$ cat src/vru_pkg.sv
// Shared constants and types for the vertex rank update block.
// Used by vru_div, vru_store and vertex_rank_update_top; no dependencies.
package vru_pkg;

  // Field widths of the transaction payload.
  localparam int VTX_W  = 10;
  localparam int RANK_W = 24;
  localparam int DEG_W  = 16;
  localparam int DAMP_W = 17;

  // Default number of vertices held in the stores.
  localparam int NODES_DEFAULT = 1024;

  // Fixed-point constants.
  localparam logic [RANK_W-1:0] RANK_MAX   = 24'hFF_FFFF;
  localparam logic [RANK_W-1:0] RANK_ONE   = 24'd65536;
  localparam logic [DEG_W-1:0]  DEG_MAX    = 16'hFFFF;
  localparam logic [DAMP_W-1:0] ONE_Q16    = 17'd65536;
  localparam logic [DAMP_W-1:0] DAMP_RESET = 17'd55706;

  // Radix-2 divider: one quotient bit per step.
  localparam int DIV_STEPS = RANK_W;
  localparam int DIV_CNT_W = $clog2(DIV_STEPS);

  // Operation codes.
  localparam logic OP_EDGE  = 1'b0;
  localparam logic OP_ACCUM = 1'b1;

  // Write enables from the sequencer to the vertex stores.
  typedef struct packed {
    logic rank_we;
    logic deg_we;
  } store_we_t;

endpackage

$ cat src/vru_div.sv
// Iterative restoring divider: 24-bit rank over 16-bit out-degree, one bit per cycle.
// Depends on vru_pkg for widths and the step count.
module vru_div (
  input  logic                        clk,
  input  logic                        rst,
  input  logic                        start,
  input  logic [vru_pkg::RANK_W-1:0]  dividend,
  input  logic [vru_pkg::DEG_W-1:0]   divisor,
  output logic                        busy,
  output logic                        done,
  output logic [vru_pkg::RANK_W-1:0]  quotient
);
  import vru_pkg::*;

  logic [DEG_W-1:0]     rem;
  logic [DEG_W-1:0]     dvs;
  logic [DIV_CNT_W-1:0] cnt;
  logic [DEG_W:0]       trial;
  logic                 ge;
  logic [DEG_W-1:0]     rem_next;

  // One compare-subtract step on the shifted partial remainder.
  always_comb begin
    trial = {rem, quotient[RANK_W-1]};
    ge    = trial >= {1'b0, dvs};
    if (ge) begin
      rem_next = DEG_W'(trial - {1'b0, dvs});
    end else begin
      rem_next = trial[DEG_W-1:0];
    end
  end

  // Control: busy from start until the step count reaches zero, then a one-cycle done pulse.
  always_ff @(posedge clk) begin
    if (rst) begin
      busy <= 1'b0;
      done <= 1'b0;
    end else begin
      done <= 1'b0;
      if (start) begin
        busy <= 1'b1;
      end else if (busy && cnt == '0) begin
        busy <= 1'b0;
        done <= 1'b1;
      end
    end
  end

  // Datapath: the quotient register shifts the dividend out and quotient bits in.
  always_ff @(posedge clk) begin
    if (start) begin
      quotient <= dividend;
      rem      <= '0;
      dvs      <= divisor;
      cnt      <= DIV_CNT_W'(DIV_STEPS - 1);
    end else if (busy) begin
      quotient <= {quotient[RANK_W-2:0], ge};
      rem      <= rem_next;
      cnt      <= cnt - 1'b1;
    end
  end

endmodule

$ cat config.mk
export PLATFORM = sky130hd
export DESIGN_NAME = vru_div
export DESIGN_NICKNAME = d
export VERILOG_FILES = /design/src/vru_pkg.sv /design/src/vru_div.sv
export SDC_FILE = /design/constraint.sdc
export NUM_CORES = 1
export LEC_CHECK = 0
export ABC_AREA = 1
export BUFFER_PORTS_ARGS = -buffer_cell sky130_fd_sc_hd__buf_2
export CORE_ASPECT_RATIO = 1.75
export CORE_MARGIN = 10
export CORE_UTILIZATION = 50
export CTS_CLUSTER_SIZE = 30
export DETAILED_ROUTE_END_ITERATION = 12
export GPL_ROUTABILITY_DRIVEN = 0
export PLACE_DENSITY_LB_ADDON = 0.15
export SYNTH_ARGS = -nofsm -noshare
export SYNTH_HDL_FRONTEND = slang
export SYNTH_SLANG_ARGS = --single-unit
export TNS_END_PERCENT = 100
$ cat constraint.sdc
create_clock -name clk -period 1.71 [get_ports clk]
set_input_delay 0.0855 -clock clk [delete_from_list [all_inputs] [get_ports clk]]
set_output_delay 0.0855 -clock clk [all_outputs]
set_load 0.02 [all_outputs]
==> impl_results.md <==
- Row cnt: just over 40
- Syn nets: 530
- Slew @ Worst Pin: just over 500 ps
- FF+latch count, synth: 63
- Commonest non-fill, non-tap cells in the layout: nand2_1, buf_2, buf_4
- Die Area: roughly 11000 sq um
- Die span in y: approximately 130 microns
- Number of global-route vias before repair: 3700
- Slew headroom: roughly two thirds
- Largest net degree at the start of global routing: 48
- Min-delay src: dividend[21]
- Hold Crit Depth: 3
- Htree depth: 3
- Hold Fails Final Rpt: 0
- FF-to-FF Start: dvs[14]
- Worst setup SP type: flip-flop
- LEAKAGE: ~2.7 nW
- TritonRoute pass-1 iters: 5
- Max Clock Freq: around 550 MHz
- Post-Synthesis Cell Area: about 3600 sq um
- Post-synth EDFFs: 40
- Final WS setup: -106 ps
- Final setup vio count: 17
- Max Cap Viol: 0
- # nets final: between 600 and 700
- Reg clk slew, reported paths: ~50 ps
- Share of layout cells above drive strength 1: about 36%
- Failing checks: setup timing
- Peak fanout along the critical path: 4
- First-pass GRT wire length: approximately 17 mm
- Commonest non-fill, non-tap cell in the layout: nand2_1
- Unrepaired setup endpoints after global routing: true
- Top_reg_cell synth: edfxtp_1
- Period utilisation layout: 106%
- Asr flop ratio synth: 0%
- Reg2Reg Capture Point: quotient[0]
- Clk buf depth: 2
- Hold endpoint: quotient[21]
- Synth area leaders: edfxtp_1, nand2_1, dfxtp_1
- Sequential fraction of the synthesis area: a little under half
- Crit. End Element: flip-flop
- Root buffer cell: clkbuf_16
- Slew Viols, Final: 0
- Total CTS buffers: 9
- Worst R2R Setup Slack: -110 ps
- Drt drc: 0
- Vias/cell: roughly 5.0
- Final Critical Period: 1820 ps
- All-Layer GR Usage: between 10% and 20%
- Gate Count Post-Synth: approximately 470
- Routed Antenna Nets: 0
- Total clock sinks: 63
- Io pins: between 60 and 70
- Synth top area share: roughly a third
- R2r worst-path depth: 11
- Ant. Diodes: 0
- Initial core utilization: 50.8%
- Core footprint: about 7100 sq um
- CTS tree: done
- Peak supply drop: 714 uV
- Mean Syn Cell Area: 7.73 sq um
- Fin cells: ~710
- Yosys warns: 0
- Crit path DAT: approximately 1900 ps
- Routed len/inst: around 15 microns
- Antenna violations before repair: 0
- Port bufs: between 60 and 70
- Total grt overflow: 0
- Critical path type: reg -> reg
- Detailed Route WL: just over 10 mm
- Status: finished with violations
- Synth area leader: edfxtp_1
- Die span in x: around 84 microns
- HPWL Detailed: between 7 and 8 mm
- Total power: approximately 4.3 mW
- Clock Latency Late Sink: about 330 ps
- DR iter-0 viols: ~280
- Final setup skew: around 4.6 ps
- Routed via count: between 3000 and 4000
- CP required: 1780 ps
- Post-Place Cells: 662
- Synth cell types: 31
- Pwr/cell area: around 800 nW/um^2
- Hold/Removal Path Class: in -> reg
- Synthesis-to-finish area growth: 48.0%
synth_stat cells (all sizes together), types with 5 or more instances:
cell type and n:
clkbuf 8, nand3 25, edfxtp 40, nand2 210
nor3 7, inv 68, a21oi 11, ha 17
dfxtp 23, nand3b 20, xnor2 5, nor2 20
repair_timing:
item	CTS	global route
hold buffers	17	0
setup buffers	6	4
setup endpoints to repair	17	17
resized for setup	31	40
pin swaps	13	22
endpoints found under the hold margin	17	0
gates cloned	1	0
area by class of cell:
class	count	area, sq um
repair buffers	145	1030
inverters	68	259
multi-input cells	328	2020
fillers	528	1770
flip-flops and latches	63	1660
clock inverters	5	50.0
well taps	86	108
clock buffers	11	233
power by group:
part / switching (mW) / internal, mW / total [mW]
combinational: 0.415 / 0.327 / 0.742
clock: 0.650 / 1.12 / 1.77
sequential: 0.0497 / 1.74 / 1.79
total: 1.11 / 3.18 / 4.29
worst max-delay path: stages, from the launching register on:
cell and delay [ps]:
edfxtp_1 370, inv_2 70, ha_4 210, buf_4 140, nand3_1 110, nor2_2 50, nand3_2 60, nand2_2 70
nor2_4 160, buf_4 150, buf_6 90, a31oi_1 70
per-stage QoR:
step	util [%]	instance area [sq um]	hold WS (ps)	setup slack [ps]	TNS, ps
final	75.2	5360	21.9	-106	-1460
after global routing	75.2	5360	30.6	-223	-3400
after CTS	72.6	5180	12.6	-97.2	-1100
after detailed placement	62.6	4470	264	-125	-1770
after global placement	62.6	4470	262	-105	-1440
after floorplan	-	3670	162	-105	-460
routing by layer:
metal	GRT usage, %	wire [microns]	up-vias
li1	-	-	1769
met1	18.5	3960	1604
met2	32.6	5450	119
met3	4.30	525	30
met4	10.2	378	0
met5	0	0	-
logic make-up after synthesis:
logic type | count (synthesis) | synth area share, %
fa+ha+maj | 18 | 6.42
buf+inv | 79 | 8.60
simple gates | 285 | 34.8
flops | 63 | 45.9
xor+xnor | 7 | 1.69
compound gates | 17 | 2.62
registers in the layout (all words and copies together), names as in the netlist:
register,flops
busy,1
dvs,16
rem,16
cnt,5
quotient,24
done,1
worst max-delay path by stage:
stage | depth (start not counted) | to | from | slack [ps]
final | 11 | quotient[0] | dvs[14] | -110
after global routing | 13 | rem[13] | dvs[11] | -220
after CTS | 14 | rem[14] | quotient[23] | -100
after detailed placement | 11 | rem[13] | dvs[12] | -130
after global placement | 10 | rem[8] | dvs[14] | -100
after floorplan | 14 | rem[14] | quotient[23] | -100
Power figures use the tool's default switching activity.
